### src/circle_outline_rasterizer_unit_assert.svh
// ----------------------------------------------------------------------------
// Assertion macros for the circle outline rasterizer
// Expect a clock named clk and an active-low reset named rst_n in scope.
// ----------------------------------------------------------------------------
`ifndef CIRCLE_OUTLINE_RASTERIZER_UNIT_ASSERT_SVH
`define CIRCLE_OUTLINE_RASTERIZER_UNIT_ASSERT_SVH

// consequent must hold in the same cycle as the antecedent
`define COR_ASSERT_NOW(lbl, ante, cons) \
  lbl: assert property (@(posedge clk) disable iff (!rst_n) (ante) |-> (cons)) \
    else $error("assertion failed");

// consequent must hold in the cycle after the antecedent
`define COR_ASSERT_NEXT(lbl, ante, cons) \
  lbl: assert property (@(posedge clk) disable iff (!rst_n) (ante) |=> (cons)) \
    else $error("assertion failed");

`endif

### src/cor_pkg.sv
// ----------------------------------------------------------------------------
// cor_pkg
// Shared widths, limits and controller/datapath interface types.
// ----------------------------------------------------------------------------
package cor_pkg;

  localparam int MAX_RADIUS  = 63;
  localparam int COORD_WIDTH = 12;
  localparam int RAD_W       = 6;
  localparam int OFS_W       = 7;
  localparam int DEC_W       = 9;
  localparam int OUT_W       = 14;
  localparam int MAX_STEPS   = 46;
  localparam int CNT_W       = 6;
  localparam int IN_DATA_W   = 32;
  localparam int OUT_DATA_W  = 8 * OUT_W;

  typedef enum logic {
    ST_IDLE,
    ST_RUN
  } state_t;

  typedef struct packed {
    logic load;   // capture a new circle
    logic emit;   // write one step to the output register and advance
  } cmd_t;

  typedef struct packed {
    logic last;      // current step is the final one of the circle
    logic out_free;  // output register can take a step this cycle
  } sts_t;

endpackage

### src/cor_ctrl.sv
// ----------------------------------------------------------------------------
// cor_ctrl
// Controller: idle/run sequencing of the octant walk.
// ----------------------------------------------------------------------------
module cor_ctrl (
  input  logic          clk,
  input  logic          rst_n,
  input  logic          in_tvalid,
  output logic          in_tready,
  input  cor_pkg::sts_t sts,
  output cor_pkg::cmd_t cmd
);
  import cor_pkg::*;

  state_t state_r;
  state_t state_nxt;

  always_ff @(posedge clk) begin
    if (!rst_n) begin
      state_r <= ST_IDLE;
    end else begin
      state_r <= state_nxt;
    end
  end

  always_comb begin
    state_nxt = state_r;
    unique case (state_r)
      ST_IDLE: begin
        if (in_tvalid) state_nxt = ST_RUN;
      end
      ST_RUN: begin
        if (sts.out_free && sts.last) state_nxt = ST_IDLE;
      end
      default: state_nxt = ST_IDLE;
    endcase
  end

  always_comb begin
    in_tready = 1'b0;
    cmd       = '0;
    unique case (state_r)
      ST_IDLE: begin
        in_tready = 1'b1;
        cmd.load  = in_tvalid;
      end
      ST_RUN: begin
        cmd.emit = sts.out_free;
      end
      default: ;
    endcase
  end

endmodule

### src/cor_dp.sv
// ----------------------------------------------------------------------------
// cor_dp
// Datapath: circle registers, offsets, decision value and output register.
// ----------------------------------------------------------------------------
module cor_dp (
  input  logic                              clk,
  input  logic                              rst_n,
  input  logic [cor_pkg::IN_DATA_W-1:0]     in_tdata,
  input  cor_pkg::cmd_t                     cmd,
  output cor_pkg::sts_t                     sts,
  output logic                              out_tvalid,
  input  logic                              out_tready,
  output logic [cor_pkg::OUT_DATA_W-1:0]    out_tdata,
  output logic                              out_tlast
);
  import cor_pkg::*;

  localparam int DW = DEC_W + 2;  // working width of the decision update

  logic [COORD_WIDTH-1:0]  cx_r, cy_r;
  logic [RAD_W-1:0]        rad_r;
  logic [OFS_W-1:0]        ox_r;
  logic signed [OFS_W:0]   oy_r;   // drops to -1 after radius zero
  logic signed [DEC_W-1:0] d_r;
  logic [CNT_W-1:0]        cnt_r;
  logic [OUT_DATA_W-1:0]   out_data_r;
  logic                    out_last_r;
  logic                    out_valid_r;

  logic [COORD_WIDTH-1:0]  in_cx, in_cy;
  logic [RAD_W-1:0]        in_rad, rad_sat;

  logic signed [DW-1:0]    d_w, ox_w, oy_w, r_w, d_n;
  logic [OFS_W-1:0]        ox_nxt;
  logic signed [OFS_W:0]   oy_nxt;
  logic                    more;

  logic signed [OUT_W-1:0] cx14, cy14, ox14, oy14;

  assign in_cx   = in_tdata[COORD_WIDTH-1:0];
  assign in_cy   = in_tdata[2*COORD_WIDTH-1:COORD_WIDTH];
  assign in_rad  = in_tdata[2*COORD_WIDTH+RAD_W-1:2*COORD_WIDTH];
  assign rad_sat = (in_rad > RAD_W'(MAX_RADIUS)) ? RAD_W'(MAX_RADIUS) : in_rad;

  // decision rule: step in x, step in y, or diagonal
  always_comb begin
    d_w    = DW'(d_r);
    ox_w   = DW'(ox_r);
    oy_w   = DW'(oy_r);
    r_w    = DW'(rad_r);
    d_n    = d_w;
    ox_nxt = ox_r;
    oy_nxt = oy_r;
    priority if (d_w >= (ox_w <<< 1)) begin
      d_n    = d_w - (ox_w <<< 1) - DW'(1);
      ox_nxt = ox_r + OFS_W'(1);
    end else if (d_w < ((r_w - oy_w) <<< 1)) begin
      d_n    = d_w + (oy_w <<< 1) - DW'(1);
      oy_nxt = oy_r - (OFS_W+1)'(1);
    end else begin
      d_n    = d_w + ((oy_w - ox_w - DW'(1)) <<< 1);
      ox_nxt = ox_r + OFS_W'(1);
      oy_nxt = oy_r - (OFS_W+1)'(1);
    end
  end

  assign more = (oy_nxt >= $signed({1'b0, ox_nxt})) &&
                (cnt_r != CNT_W'(MAX_STEPS - 1));

  assign sts.last     = !more;
  assign sts.out_free = !out_valid_r || out_tready;

  assign cx14 = OUT_W'(cx_r);
  assign cy14 = OUT_W'(cy_r);
  assign ox14 = OUT_W'(ox_r);
  assign oy14 = OUT_W'(oy_r);

  always_ff @(posedge clk) begin
    if (cmd.load) begin
      cx_r  <= in_cx;
      cy_r  <= in_cy;
      rad_r <= rad_sat;
      ox_r  <= '0;
      oy_r  <= $signed({2'b00, rad_sat});
      d_r   <= $signed(DEC_W'(rad_sat)) - DEC_W'(1);
      cnt_r <= '0;
    end else if (cmd.emit) begin
      ox_r  <= ox_nxt;
      oy_r  <= oy_nxt;
      d_r   <= d_n[DEC_W-1:0];
      cnt_r <= cnt_r + CNT_W'(1);
    end
    if (cmd.emit) begin
      out_data_r <= {cy14 - ox14, cy14 + ox14, cy14 - oy14, cy14 + oy14,
                     cx14 - oy14, cx14 + oy14, cx14 - ox14, cx14 + ox14};
      out_last_r <= !more;
    end
  end

  always_ff @(posedge clk) begin
    if (!rst_n) begin
      out_valid_r <= 1'b0;
    end else if (cmd.emit) begin
      out_valid_r <= 1'b1;
    end else if (out_tready) begin
      out_valid_r <= 1'b0;
    end
  end

  assign out_tvalid = out_valid_r;
  assign out_tdata  = out_data_r;
  assign out_tlast  = out_last_r;

endmodule

### src/circle_outline_rasterizer_unit.sv
// ----------------------------------------------------------------------------
// circle_outline_rasterizer_unit
// Andres circle walk over one octant, eight mirrored coordinates per step.
// ----------------------------------------------------------------------------
// Usage:
//   in_*  : one transaction per circle (center x, center y, radius).
//   out_* : one transaction per octant step; out_tlast marks the final step.
//   A circle of radius r gives about r/sqrt(2)+1 steps, 46 at most; radius 0
//   gives one step at the center.
// Timing:
//   The walk emits one step per cycle, while the output is not stalled,
//   through a single output register; the input transaction loads the
//   circle registers and the controller goes to run, which writes the first
//   step to the output register. The next circle is taken as soon as the
//   final step is in the output register, even while that step still waits.
// Stalls:
//   With out_tready low while a step waits, the walk freezes and the output holds.
// Reset:
//   rst_n low (synchronous) returns to idle and drops out_tvalid.
// ----------------------------------------------------------------------------
module circle_outline_rasterizer_unit (
  input  logic                           clk,
  input  logic                           rst_n,
  input  logic                           in_tvalid,
  output logic                           in_tready,
  // [11:0] center_x, [23:12] center_y, [29:24] circle_radius, [31:30] zero
  input  logic [cor_pkg::IN_DATA_W-1:0]  in_tdata,
  output logic                           out_tvalid,
  input  logic                           out_tready,
  // [13:0] x_plus_ox, [27:14] x_minus_ox, [41:28] x_plus_oy,
  // [55:42] x_minus_oy, [69:56] y_plus_oy, [83:70] y_minus_oy,
  // [97:84] y_plus_ox, [111:98] y_minus_ox
  output logic [cor_pkg::OUT_DATA_W-1:0] out_tdata,
  output logic                           out_tlast
);
  import cor_pkg::*;

  cmd_t cmd;
  sts_t sts;

  cor_ctrl u_ctrl (
    .clk       (clk),
    .rst_n     (rst_n),
    .in_tvalid (in_tvalid),
    .in_tready (in_tready),
    .sts       (sts),
    .cmd       (cmd)
  );

  cor_dp u_dp (
    .clk        (clk),
    .rst_n      (rst_n),
    .in_tdata   (in_tdata),
    .cmd        (cmd),
    .sts        (sts),
    .out_tvalid (out_tvalid),
    .out_tready (out_tready),
    .out_tdata  (out_tdata),
    .out_tlast  (out_tlast)
  );

`include "circle_outline_rasterizer_unit_assert.svh"

  // a new circle always produces at least one step before the next is taken
  `COR_ASSERT_NEXT(a_busy_after_accept, in_tvalid && in_tready, !in_tready)
  // the final step hands control back to idle
  `COR_ASSERT_NEXT(a_idle_after_last, cmd.emit && sts.last, in_tready)
  // loading and stepping never overlap
  `COR_ASSERT_NOW(a_load_emit_excl, cmd.load, !cmd.emit)
  // a step is only written when the output register is free
  `COR_ASSERT_NOW(a_emit_no_overwrite, out_tvalid && !out_tready, !cmd.emit)

endmodule
### config.mk
export PLATFORM = sky130hd
export DESIGN_NAME = circle_outline_rasterizer_unit
export DESIGN_NICKNAME = d
export VERILOG_FILES = /design/src/cor_pkg.sv /design/src/cor_ctrl.sv /design/src/cor_dp.sv /design/src/circle_outline_rasterizer_unit.sv
export VERILOG_INCLUDE_DIRS = /design/src /design/src/src
export SDC_FILE = /design/constraint.sdc
export NUM_CORES = 1
export LEC_CHECK = 0
export BUFFER_PORTS_ARGS = -buffer_cell sky130_fd_sc_hd__buf_2
export CAP_MARGIN = 40
export CORE_MARGIN = 2
export CORE_UTILIZATION = 55
export CTS_CLUSTER_SIZE = 30
export DETAILED_ROUTE_END_ITERATION = 10
export HOLD_SLACK_MARGIN = 0.02
export PLACE_DENSITY = 0.8
export SLEW_MARGIN = 20
export SYNTH_ARGS = -nofsm -noshare
export SYNTH_HDL_FRONTEND = slang
export SYNTH_SLANG_ARGS = --single-unit
### constraint.sdc
create_clock -name clk -period 6.1 [get_ports clk]
set_input_delay 1.22 -clock clk [delete_from_list [all_inputs] [get_ports clk]]
set_output_delay 1.22 -clock clk [all_outputs]
set_load 0.01 [all_outputs]
### After elaboration in Yosys (flattened, before gate mapping)

Index checks and enable logic that the tools add are counted.

* reduce and logical (&&, ||, !) cells: 7
* $add $sub $neg: 20
* eq/ne operators: 1
* order comparisons: 4
* bitwise gates (word level): 1
* muxes and demuxes: 18

Operators by type and width (number)
* 9-bit 2-to-1 mux: 4
* 13-bit by 8-bit adder with 14-bit output: 2
* 13-bit by 8-bit subtractor with 14-bit output: 2
* 12-bit by 7-bit adder with 13-bit output: 2
* 12-bit by 7-bit subtractor with 13-bit output: 2
* 9-bit adder: 2
* 6-bit 2-to-1 mux: 3
* 9-bit by 2-bit subtractor with 9-bit output, second input constant: 2
* 8-bit by 2-bit subtractor with 8-bit output, second input constant: 2
* 7-bit 2-to-1 mux: 2
* 9-bit by 10-bit less-than comparator with 1-bit output: 1
* 9-bit >= comparator: 1
* 7-bit by 8-bit subtractor with 9-bit output: 1
* 9-bit subtractor: 1
* 8-bit >= comparator: 1
* 8-bit 2-to-1 mux: 1
* 8-bit subtractor: 1
* 7-bit by 1-bit adder with 7-bit output, second input constant: 1
* 1-bit 2-to-1 mux: 7
* 6-bit by 1-bit subtractor with 7-bit output, second input constant: 1
* 6-bit by 1-bit adder with 6-bit output, second input constant: 1
* 6-bit greater-than comparator, second input constant: 1
* 6-bit != test, second input constant: 1
* 2-bit nonzero test: 2
* other kinds (5): 7

* input port bits: 36
* flip-flop bits (word level): 175
* output and inout port bits: 115

### Depth between registers and ports, before layout

Gate-level depths: netlist (run 1).

* depth after elaboration: 10
* depth in mapped cells: 25
* mapped depth without buffers: 24

### Hierarchy

From an unflattened synthesis (run 1), not the netlist that was laid out.

* cell total of the unflattened synthesis: 1098
* area, all modules: 11473.5 sq um

Modules (own cells, without submodules)
* cor_dp: instances 1, area each 11422.2 sq um, cells an instance 1092
* cor_ctrl: instances 1, area each 51.3 sq um, cells an instance 6

### Worst setup path before layout (run 1)

OpenSTA, ideal clock, no wires.

* path kind: in2reg
* from: input port out_tready
* to: register u_dp.cnt_r[1]
* library setup time: 0.293 ns
* stages on the path: 5
* arrival: 4.932 ns
* data required time: 5.807 ns
* setup slack: 0.875 ns
* cell sequence: nand2b_1 > nand2_1 > clkinv_1 > clkbuf_1 > a211oi_1

RTL lines
* from (decl): line circle_outline_rasterizer_unit.sv:29 `input logic out_tready,`
* to (signal assigned): line cor_dp.sv:91 `cnt_r <= cnt_r + CNT_W'(1);`
* to (decl): line cor_dp.sv:25 `logic [CNT_W-1:0] cnt_r;`

==> out/results.ini, run 1 <==
[final_layout]
area_growth_pct=13.9
fin_util=0.633
nNetsFinal=1446
drive_above_1_share=0.165

[sta]
setup_ws_ns=1.03
setup_tns_ns=0
min_period_ns=5.07
slew_viol_final=0
whs_ns=0.504
hold_viol=0
clock_skew_ns=0.0100
maxSlewHeadroom=0.508
period_share=0.831
rsz0062_at_grt=no
worst_pin_slew_ns=0.738
fmax_mhz=197
finalSetupViolations=0

[placed_design]
numPortBuffers=146
place_congestion=0.896
hpwl_um=21200
place_ws_ns=1.18

[flow_run]
drv_cap=0

[pwr]
p_per_area_mw_per_mm2=500
power.leakage_nw=5.59
total_power_mw=6.59
ir_worst_vdd_mv=0.417

[hold_path]
worstHoldStart=u_dp.cnt_r[5]$_SDFFE_PP0P_
min_path_type=flip-flop to flip-flop

[floorplanning]
io-pin-count=151
coreArea_mm2=0.0208
start_util=0.556
die-height_um=149
num_rows=53
die_w_um=149
dieArea_mm2=0.0222

[clock_tree]
cts_sinks=167
post-cts-setup-buffers=0
clockRootBuffer=clkbuf_16
numCtsBuffers=17
hold_buffers=0
ctsResizeCount=0
clk_pin_slew_ns=0.07
htreeDepth=4
cts_tree=built
clk_latency_ns=0.45
cts_buffer_depth=2

[global_route]
antenna_found_initial=1
top_usage_layer=met2
gr-usage-met1=0.314
track_usage=0.252
overflow=0
grt_pass1_wl_um=43300
grt_pass1_vias=8758
grt_start_max_net_pins=73
use_met2=0.444
grtUsageMet3=0.0318

[synth]
yosys-top-cells-area=edfxtp_1 39%, ha_1 15%, xnor2_1 6.4%, inv_1 3.8%, a21oi_1 3.5%
synth_edf_count=150
syn-mean-instance-area_um2=10.4
synth_ff_type=edfxtp_1
synth.most_common_cell=edfxtp_1
ys_top_cells_by_count=150 x edfxtp_1, 143 x ha_1, 118 x inv_1
synth_area_mm2=0.0116
synth_seq_area_share=0.419
yosys.area.top_type=edfxtp_1
yosys_warnings=0
synthDistinctLibCells=69
synth-seq-cells=167
synth_cells=1109
synth.top_cell.area_share=0.389
async_reset_ff_frac=0

[setup_path]
critPathLaunch=u_dp.oy_r[0]$_DFFE_PP_
end_kind=flip-flop
r2r-start=u_dp.oy_r[0]$_DFFE_PP_
crit_type=flip-flop to flip-flop
crit_required_ns=6.40
r2r_setup_slack_ns=1.03
crit_fanout=10
worstPathArrival_ns=5.38
startpoint_type=flip-flop

[route]
drc=0
ant_nets=0
wl_per_cell_um=18.0
wl_um=27700
firstDrtPassIters=5
vias=8828
drt_iter0_drc=628
viasPerCell=5.72

[outcome]
status=finished clean

==> layout make-up <==
cell class / count / area [um2]
clock inverters: 15 / 139
clock buffers: 17 / 425
inverters: 119 / 449
flip-flops and latches: 167 / 4840
repair buffers: 159 / 852
well taps: 275 / 344
diodes: 1 / 2.50
fillers: 1648 / 7650
multi-input cells: 790 / 6120
==> critical path: stages (launching register included) <==
cell	delay [ns]
edfxtp_1	0.57
ha_1	0.31
fa_1	0.41
inv_1	0.07
a21oi_1	0.06
o21bai_1	0.20
a21o_1	0.15
a21oi_1	0.09
o21ai_0	0.18
ha_1	0.27
nand2_1	0.10
o22ai_1	0.13
a21o_1	0.20
buf_4	0.20
a2111oi_2	0.68
xnor2_1	0.16
ha_1	0.25
a21oi_1	0.17
o21ai_0	0.16
a31o_2	0.29
o211ai_1	0.17
a21oi_1	0.11
==> registers in the layout (all words and copies together), names as in the netlist <==
register         flops
u_dp.out_tdata     104
u_dp.out_tlast       1
u_ctrl.state_r       1
u_dp.cnt_r           6
u_dp.d_r             9
u_dp.oy_r            8
u_dp.cy_r           12
u_dp.out_tvalid      1
u_dp.cx_r           12
u_dp.ox_r            7
u_dp.rad_r           6
==> cell families (layout without fill, tap and decap cells) <==
family | after synthesis | in the layout | synth area share
AOI/OAI and AO/OA | 253 | 253 | 0.143
and+or+nand+nor | 249 | 249 | 0.109
DFF | 167 | 167 | 0.419
adders and majority gates | 156 | 156 | 0.177
buffers and inverters | 153 | 310 | 0.0528
xor gates and xnor gates | 122 | 122 | 0.0923
muxes | 8 | 8 | 0.00746
other | 1 | 3 | 0.000324
==> report_power, final <==
part	switching, mW	internal [mW]	total (mW)
registers	0.194	1.64	1.83
clock network	0.495	0.537	1.03
logic	2.15	1.57	3.72
total	2.84	3.75	6.59
==> per-layer routing <==
| metal | up-vias | part of all wire | wire length (um) |
|---|---|---|---|
| li1 | 4221 | - | - |
| met5 | - | 0 | 0 |
| met3 | 62 | 0.058 | 1600 |
| met2 | 310 | 0.49 | 13700 |
| met4 | 0 | 0.031 | 857 |
| met1 | 4235 | 0.42 | 11600 |
==> layout by cell type, fill, tap and decap left out, drive strengths merged, types with 9 or more instances in the layout <==
| cell | instances |
|---|---|
| xor2 | 38 |
| nand3 | 10 |
| dfxtp | 17 |
| o21ai | 55 |
| and3 | 12 |
| inv | 126 |
| a21oi | 83 |
| edfxtp | 150 |
| a21o | 20 |
| or3 | 9 |
| ha | 143 |
| buf | 158 |
| o21bai | 20 |
| nor2b | 25 |
| clkbuf | 18 |
| fa | 13 |
| nor3 | 26 |
| nand2b | 21 |
| nand2 | 46 |
| xnor2 | 84 |
| nor2 | 74 |
==> through the flow <==
| stage | area [um2] | std cells |
|---|---|---|
| 5_1_grt | 13200 | 1543 |
| 6_report | 13200 | 1543 |
| 3_3_place_gp | 12600 | 1507 |
| 4_1_cts | 13100 | 1539 |
| 2_1_floorplan | 11600 | 1110 |
| 3_5_place_dp | 12600 | 1507 |
==> path summary, 6_finish.rpt <==
check | endpoint | depth (start not counted)
max | u_ctrl.state_r$_SDFF_PN0_ | 21
min | u_dp.cnt_r[5]$_SDFFE_PP0P_ | 2
max reg2reg | u_ctrl.state_r$_SDFF_PN0_ | 21
min reg2reg | u_dp.cnt_r[5]$_SDFFE_PP0P_ | 2
(Power assumes the default switching activity.)
==> run 2: changes to the inputs <==
--- a/config.mk
+++ b/config.mk
@@ -9,11 +9,11 @@
 export BUFFER_PORTS_ARGS = -buffer_cell sky130_fd_sc_hd__buf_2
 export CAP_MARGIN = 40
 export CORE_MARGIN = 2
-export CORE_UTILIZATION = 55
+export CORE_UTILIZATION = 54
 export CTS_CLUSTER_SIZE = 30
 export DETAILED_ROUTE_END_ITERATION = 10
 export HOLD_SLACK_MARGIN = 0.02
-export PLACE_DENSITY = 0.8
+export PLACE_DENSITY = 0.82
 export SLEW_MARGIN = 20
 export SYNTH_ARGS = -nofsm -noshare
 export SYNTH_HDL_FRONTEND = slang
==> constraint.sdc (replaced) <==
create_clock -name clk -period 4.4 [get_ports clk]
set_input_delay 0.88 -clock clk [delete_from_list [all_inputs] [get_ports clk]]
set_output_delay 0.88 -clock clk [all_outputs]
set_load 0.01 [all_outputs]
==> out/results.ini, run 2 (same netlist as run 1, synthesis figures left out) <==
[outcome]
status=finished clean

[final_layout]
largest_reg_flops=104  ; unchanged
finalNonFillerCells=1579  ; +2.3%
fin_util=0.649  ; +0.0159
post-route-cell-area_mm2=0.0136  ; +3.5%
layout_commonest_cell=edfxtp_1
final.fill_count=1563  ; -5.2%
nNetsFinal=1484  ; +2.6%
n_antenna_cell=0  ; -1
layout_common_cells=150 x edfxtp_1, 146 x buf_2, 141 x ha_1, 115 x inv_1, 84 x xnor2_1
area_growth_pct=17.8
drive_above_1_share=0.202  ; +0.0367

[setup_path]
crit_buf_inv=2  ; unchanged
critPathLaunch=u_dp.oy_r[1]$_DFFE_PP_
r2r_setup_slack_ns=0.09  ; -0.94 ns
worstPathArrival_ns=4.60  ; -0.78 ns
startpoint_type=flip-flop
crit_type=flip-flop to flip-flop
crit_fanout=6  ; -4
cp_cell_sequence=inv_4 > ha_1 > nor2b_1 > o21ai_2 > a21oi_1 > o21ai_1 > a21oi_1 > nand2b_1 > ha_1 > a21o_1 > a211oi_4 > a21oi_2 > buf_6 > o2111ai_4 > xnor2_1 > ha_1 > a21oi_2 > o21ai_1 > a31o_2 > o211ai_1 > a21oi_1
r2r-start=u_dp.oy_r[1]$_DFFE_PP_
cp.depth=21  ; unchanged
end_kind=flip-flop
slowest_stage=edfxtp_1
r2r_end=u_ctrl.state_r$_SDFF_PN0_
crit_required_ns=4.69  ; -1.71 ns
crit_end=u_ctrl.state_r$_SDFF_PN0_
r2r_cells=21  ; unchanged
slowest_delay_ns=0.44  ; -0.24 ns
critPathTopFamily=compound AO/OA/AOI/OAI gates

[pwr]
power.leakage_nw=5.80  ; +3.8%
ir_worst_vdd_mv=0.586  ; +40%
p_per_area_mw_per_mm2=726  ; +45%

[clock_tree]
clk_latency_ns=0.43  ; -0.02 ns
numCtsBuffers=17  ; unchanged
hold_buffers=0  ; unchanged
clockRootBuffer=clkbuf_16
clk_pin_slew_ns=0.07  ; about the same
cts_sinks=167  ; unchanged
cts_tree=built
htreeDepth=4  ; unchanged
cts_buffer_depth=2  ; unchanged

[placed_design]
place_congestion=0.978  ; +9.2%
dp_cells=1531  ; +1.6%
postPlaceCellArea_mm2=0.0128  ; +1.5%
numPortBuffers=146  ; unchanged
hpwl_um=21700  ; +2.3%

[route]
wl_um=29800  ; +7.3%
viasPerCell=5.85  ; +2.3%
ant_nets=0  ; unchanged
vias=9242  ; +4.7%
wl_per_cell_um=18.8  ; +4.8%
firstDrtPassIters=6  ; +1
drc=0  ; unchanged
drt_iter0_drc=709  ; +13%

[sta]
slew_viol_final=0  ; unchanged
fmax_mhz=232  ; +18%
worst_pin_slew_ns=0.746  ; +0.00767 ns
min_period_ns=4.31  ; -0.765 ns
hold_viol=0  ; unchanged
clock_skew_ns=0.0119  ; +0.00189 ns
maxSlewHeadroom=0.501  ; -0.00681
period_share=0.979  ; +0.147
finalSetupViolations=0  ; unchanged

[floorplanning]
start_util=0.550  ; -0.00526
dieArea_mm2=0.0226  ; +1.8%
io-pin-count=151  ; unchanged
die_w_um=150  ; +0.90%
num_rows=53  ; unchanged
coreArea_mm2=0.0210  ; +0.96%
die-height_um=150  ; +0.90%

[global_route]
antenna_found_initial=0  ; -1
grt_start_max_net_pins=70  ; -4.1%
grt_pass1_wl_um=44400  ; +2.6%
grt_pass1_vias=8868  ; +1.3%
overflow=0  ; unchanged
track_usage=0.256  ; +0.00379

[flow_run]
drv_cap=0  ; unchanged

[hold_path]
min_path_type=flip-flop to flip-flop

[run 2: cell count changes in the layout (fill, tap and decap cells not counted), moves of 4 or more]
cell     previous run  this run
buf_4              10        45
o21ai_0            55        49
o21ai_1             0         5
a21oi_1            82        78
a21oi_2             1         5
buf_6               0         4
[run 2: power breakdown]
part | total (mW) | internal [mW] | switching, mW
clock | 1.48 | 0.842 | 0.640
sequential | 2.51 | 2.27 | 0.233
combinational | 5.91 | 2.53 | 3.38
total | 9.90 | 5.65 | 4.25
[run 2: final cells by class]
class	count	area [um2]	share of cell area
well taps	275	344	0.0252
multi-input cells	790	6260	0.459
flip-flops and latches	167	4840	0.355
clock inverters	13	148	0.0108
inverters	119	452	0.0331
clock buffers	18	429	0.0315
repair buffers	197	1150	0.0846
[run 2: tightest hold or removal path, cell delays in order, from the launching register on]
cell	delay [ns]
dfxtp_1	0.31
nand2b_1	0.08
a21boi_0	0.08
[run 2: stage by stage]
step           power (mW)  setup WS (ns)  hold slack [ns]  setup TNS, ns
2_1_floorplan        6.30         0.0316            0.458              0
3_3_place_gp         7.59         0.0750            0.472              0
3_5_place_dp         7.81         -0.124            0.496         -0.174
4_1_cts              9.34        0.00663            0.522              0
5_1_grt              10.6         -0.107            0.554         -0.160
6_report             9.90         0.0933            0.513              0
[run 2: routing by layer]
metal	wire length [um]	up-vias	track usage	share of wire
li1	-	4298	-	-
met1	11600	4421	0.318	0.39
met2	14800	440	0.438	0.50
met4	1060	0	0.116	0.036
met3	2260	83	0.0415	0.076
met5	0	-	0	0
[run 2: timing repair]
| item | CTS | global route |
|---|---|---|
| pin swaps | 3 | 29 |
| hold endpoints to repair | 0 | 0 |
| gates resized for setup | 6 | 27 |
| endpoints found under the setup margin | 2 | 2 |
| setup buffers | 1 | 13 |
[run 2: worst min path at each step]
stage,start,end,slack (ns),cells after the start
after floorplan,u_dp.cnt_r[5]$_SDFFE_PP0P_,u_dp.cnt_r[5]$_SDFFE_PP0P_,0.46,2
after global placement,u_dp.cnt_r[5]$_SDFFE_PP0P_,u_dp.cnt_r[5]$_SDFFE_PP0P_,0.47,2
after detailed placement,u_dp.cnt_r[5]$_SDFFE_PP0P_,u_dp.cnt_r[5]$_SDFFE_PP0P_,0.50,2
after CTS,u_dp.out_tvalid$_SDFFE_PN0P_,u_dp.out_tvalid$_SDFFE_PN0P_,0.52,2
after global routing,u_dp.out_tvalid$_SDFFE_PN0P_,u_dp.out_tvalid$_SDFFE_PN0P_,0.55,2
final,u_dp.out_tvalid$_SDFFE_PN0P_,u_dp.out_tvalid$_SDFFE_PN0P_,0.51,2
==> run 3: changes to the inputs <==
--- a/config.mk
+++ b/config.mk
@@ -6,6 +6,7 @@
 export SDC_FILE = /design/constraint.sdc
 export NUM_CORES = 1
 export LEC_CHECK = 0
+export ABC_AREA = 1
 export BUFFER_PORTS_ARGS = -buffer_cell sky130_fd_sc_hd__buf_2
 export CAP_MARGIN = 40
 export CORE_MARGIN = 2
==> out/results.ini, run 3 <==
[synth]
synth_ff_type=edfxtp_1
yosys-top-cells-area=edfxtp_1 38%, ha_1 15%, xor2_1 8.0%, nand2_1 7.7%, inv_1 6.3%
synth-seq-cells=167  ; unchanged
synth_edf_count=150  ; unchanged
yosys.area.top_type=edfxtp_1
yosys_warnings=0  ; unchanged
synth.top_cell.area_share=0.377  ; -0.0126
synth_cells=1317  ; +19%
synth_seq_area_share=0.405  ; -0.0135
syn-mean-instance-area_um2=9.08  ; -13%
synth_area_mm2=0.0120  ; +3.3%
synthDistinctLibCells=49  ; -29%
ys_top_cells_by_count=246 x nand2_1, 201 x inv_1, 150 x edfxtp_1
async_reset_ff_frac=0  ; unchanged
synth.most_common_cell=nand2_1

[sta]
period_share=0.919  ; -0.0599
maxSlewHeadroom=0.478  ; -0.0225
setup_ws_ns=0.357  ; +0.263 ns
hold_viol=0  ; unchanged
slew_viol_final=0  ; unchanged
setup_tns_ns=0  ; unchanged
finalSetupViolations=0  ; unchanged
fmax_mhz=247  ; +6.5%
clock_skew_ns=0.0118  ; -0.0000893 ns
rsz0062_at_grt=no
worst_pin_slew_ns=0.782  ; +0.0354 ns
min_period_ns=4.04  ; -0.263 ns

[global_route]
antenna_found_initial=0  ; unchanged
grt_pass1_wl_um=47500  ; +7.1%
grt_pass1_vias=9509  ; +7.2%
track_usage=0.255  ; -0.000436
overflow=0  ; unchanged
grt_start_max_net_pins=46  ; -34%

[final_layout]
largest_reg_flops=104  ; unchanged
layout_common_cells=246 x nand2_1, 199 x inv_1, 150 x edfxtp_1, 146 x buf_2, 143 x ha_1
fin_util=0.623  ; -0.0256
post-route-cell-area_mm2=0.0136  ; -0.59%
seq_area_mm2=0.00484  ; unchanged
multiInputGateArea_mm2=0.00613  ; -2.2%
area_growth_pct=13.4
nNetsFinal=1661  ; +12%
drive_above_1_share=0.151  ; -0.0511
final.fill_count=1784  ; +14%
layout_commonest_cell=nand2_1
finalNonFillerCells=1761  ; +12%
n_antenna_cell=0  ; unchanged

[setup_path]
critPathLaunch=u_dp.oy_r[0]$_DFFE_PP_
cp_common_cell=nand2_1
crit_required_ns=4.70  ; about the same
r2r_setup_slack_ns=0.36  ; +0.26 ns
slowest_stage=fa_1
r2r-start=u_dp.oy_r[0]$_DFFE_PP_
slowest_delay_ns=0.42  ; -0.02 ns
worstPathArrival_ns=4.34  ; -0.26 ns
crit_fanout=8  ; +2
end_kind=flip-flop
crit_type=flip-flop to flip-flop
startpoint_type=flip-flop

[placed_design]
postPlaceCellArea_mm2=0.0130  ; +2.0%
place_ws_ns=0.149  ; +0.273 ns
numPortBuffers=146  ; unchanged
hpwl_um=22900  ; +5.6%
place_congestion=0.979  ; about the same
dp_cells=1730  ; +13%

[route]
ant_nets=0  ; unchanged
firstDrtPassIters=5  ; -1
viasPerCell=5.44  ; -7.0%
drc=0  ; unchanged
wl_per_cell_um=17.0  ; -10%
vias=9585  ; +3.7%
wl_um=29900  ; +0.32%
drt_iter0_drc=823  ; +16%

[clock_tree]
numCtsBuffers=17  ; unchanged
hold_buffers=0  ; unchanged
clockRootBuffer=clkbuf_16
htreeDepth=4  ; unchanged
post-cts-setup-buffers=0  ; -1
cts_tree=built
cts_sinks=167  ; unchanged
ctsResizeCount=0  ; -6
clk_pin_slew_ns=0.07  ; about the same
cts_buffer_depth=2  ; unchanged
clk_latency_ns=0.44  ; about the same

[floorplanning]
num_rows=54  ; +1.9%
dieArea_mm2=0.0234  ; +3.3%
coreArea_mm2=0.0218  ; +3.5%
io-pin-count=151  ; unchanged
die-height_um=153  ; +1.6%
start_util=0.550  ; -0.000812
die_w_um=153  ; +1.6%

[hold_path]
min_path_type=flip-flop to flip-flop
worstHoldStart=u_dp.cnt_r[4]$_SDFFE_PP0P_

[flow_run]
drv_cap=0  ; unchanged

[pwr]
ir_worst_vdd_mv=0.383  ; -35%
power.leakage_nw=6.37  ; +9.7%
p_per_area_mw_per_mm2=809  ; +11%

[outcome]
status=finished clean

run 3: changes by cell type after synthesis, moves of 15 or more:
cell	previous run	this run
xnor2_1	84	16
a21o_1	20	4
nand4_1	6	21
xor2_1	38	109
nand3_1	10	51
nand2_1	46	246
nand2b_1	21	0
inv_1	118	201
nor2b_1	24	0
run 3: power breakdown:
group          internal (mW)  switching (mW)  total [mW]
sequential              2.50           0.299        2.80
combinational           2.50            4.27        6.77
clock                  0.728           0.666        1.39
total                   5.73            5.24        11.0
run 3: final cells by class:
class                   count  area share
clock inverters            12     0.00729
multi-input cells         907       0.452
well taps                 280      0.0258
repair buffers            170      0.0681
flip-flops and latches    167       0.357
inverters                 206      0.0574
clock buffers              19      0.0319
run 3: routing by layer:
| metal | up-vias | routed length, um | track usage |
|---|---|---|---|
| li1 | 4668 | - | - |
| met2 | 455 | 14000 | 0.429 |
| met4 | 0 | 780 | 0.0855 |
| met3 | 68 | 2670 | 0.0621 |
| met5 | - | 0 | 0 |
| met1 | 4394 | 12400 | 0.325 |
run 3: path summary, 6_finish.rpt:
kind                                                   end  depth (start not counted)
worst max register to register   u_ctrl.state_r$_SDFF_PN0_                         29
worst max-delay path             u_ctrl.state_r$_SDFF_PN0_                         29
worst min-delay path            u_dp.cnt_r[4]$_SDFFE_PP0P_                          1
worst min register to register  u_dp.cnt_r[4]$_SDFFE_PP0P_                          1
run 3: stage by stage:
step,hold WS (ns),total power [mW]
final,0.458,11.0
after global routing,0.490,11.9
after detailed placement,0.445,9.40
after global placement,0.436,9.22
after CTS,0.457,10.9
after floorplan,0.423,7.61
run 3: worst max-delay path: cells and delay by family, from the launching register on:
kind,cells,cell delay [ns]
AND/OR/NAND/NOR,19,1.54
AO/OA/AOI/OAI,6,0.72
flip-flops,1,0.39
adder cells (fa/ha/maj),4,1.25
run 3: kinds of logic after synthesis:
family          synth area share
buf+inv                   0.0838
compound gates            0.0948
fa+ha+maj                  0.171
xor+xnor                  0.0929
simple gates               0.152
flops                      0.405
other cells             0.000314
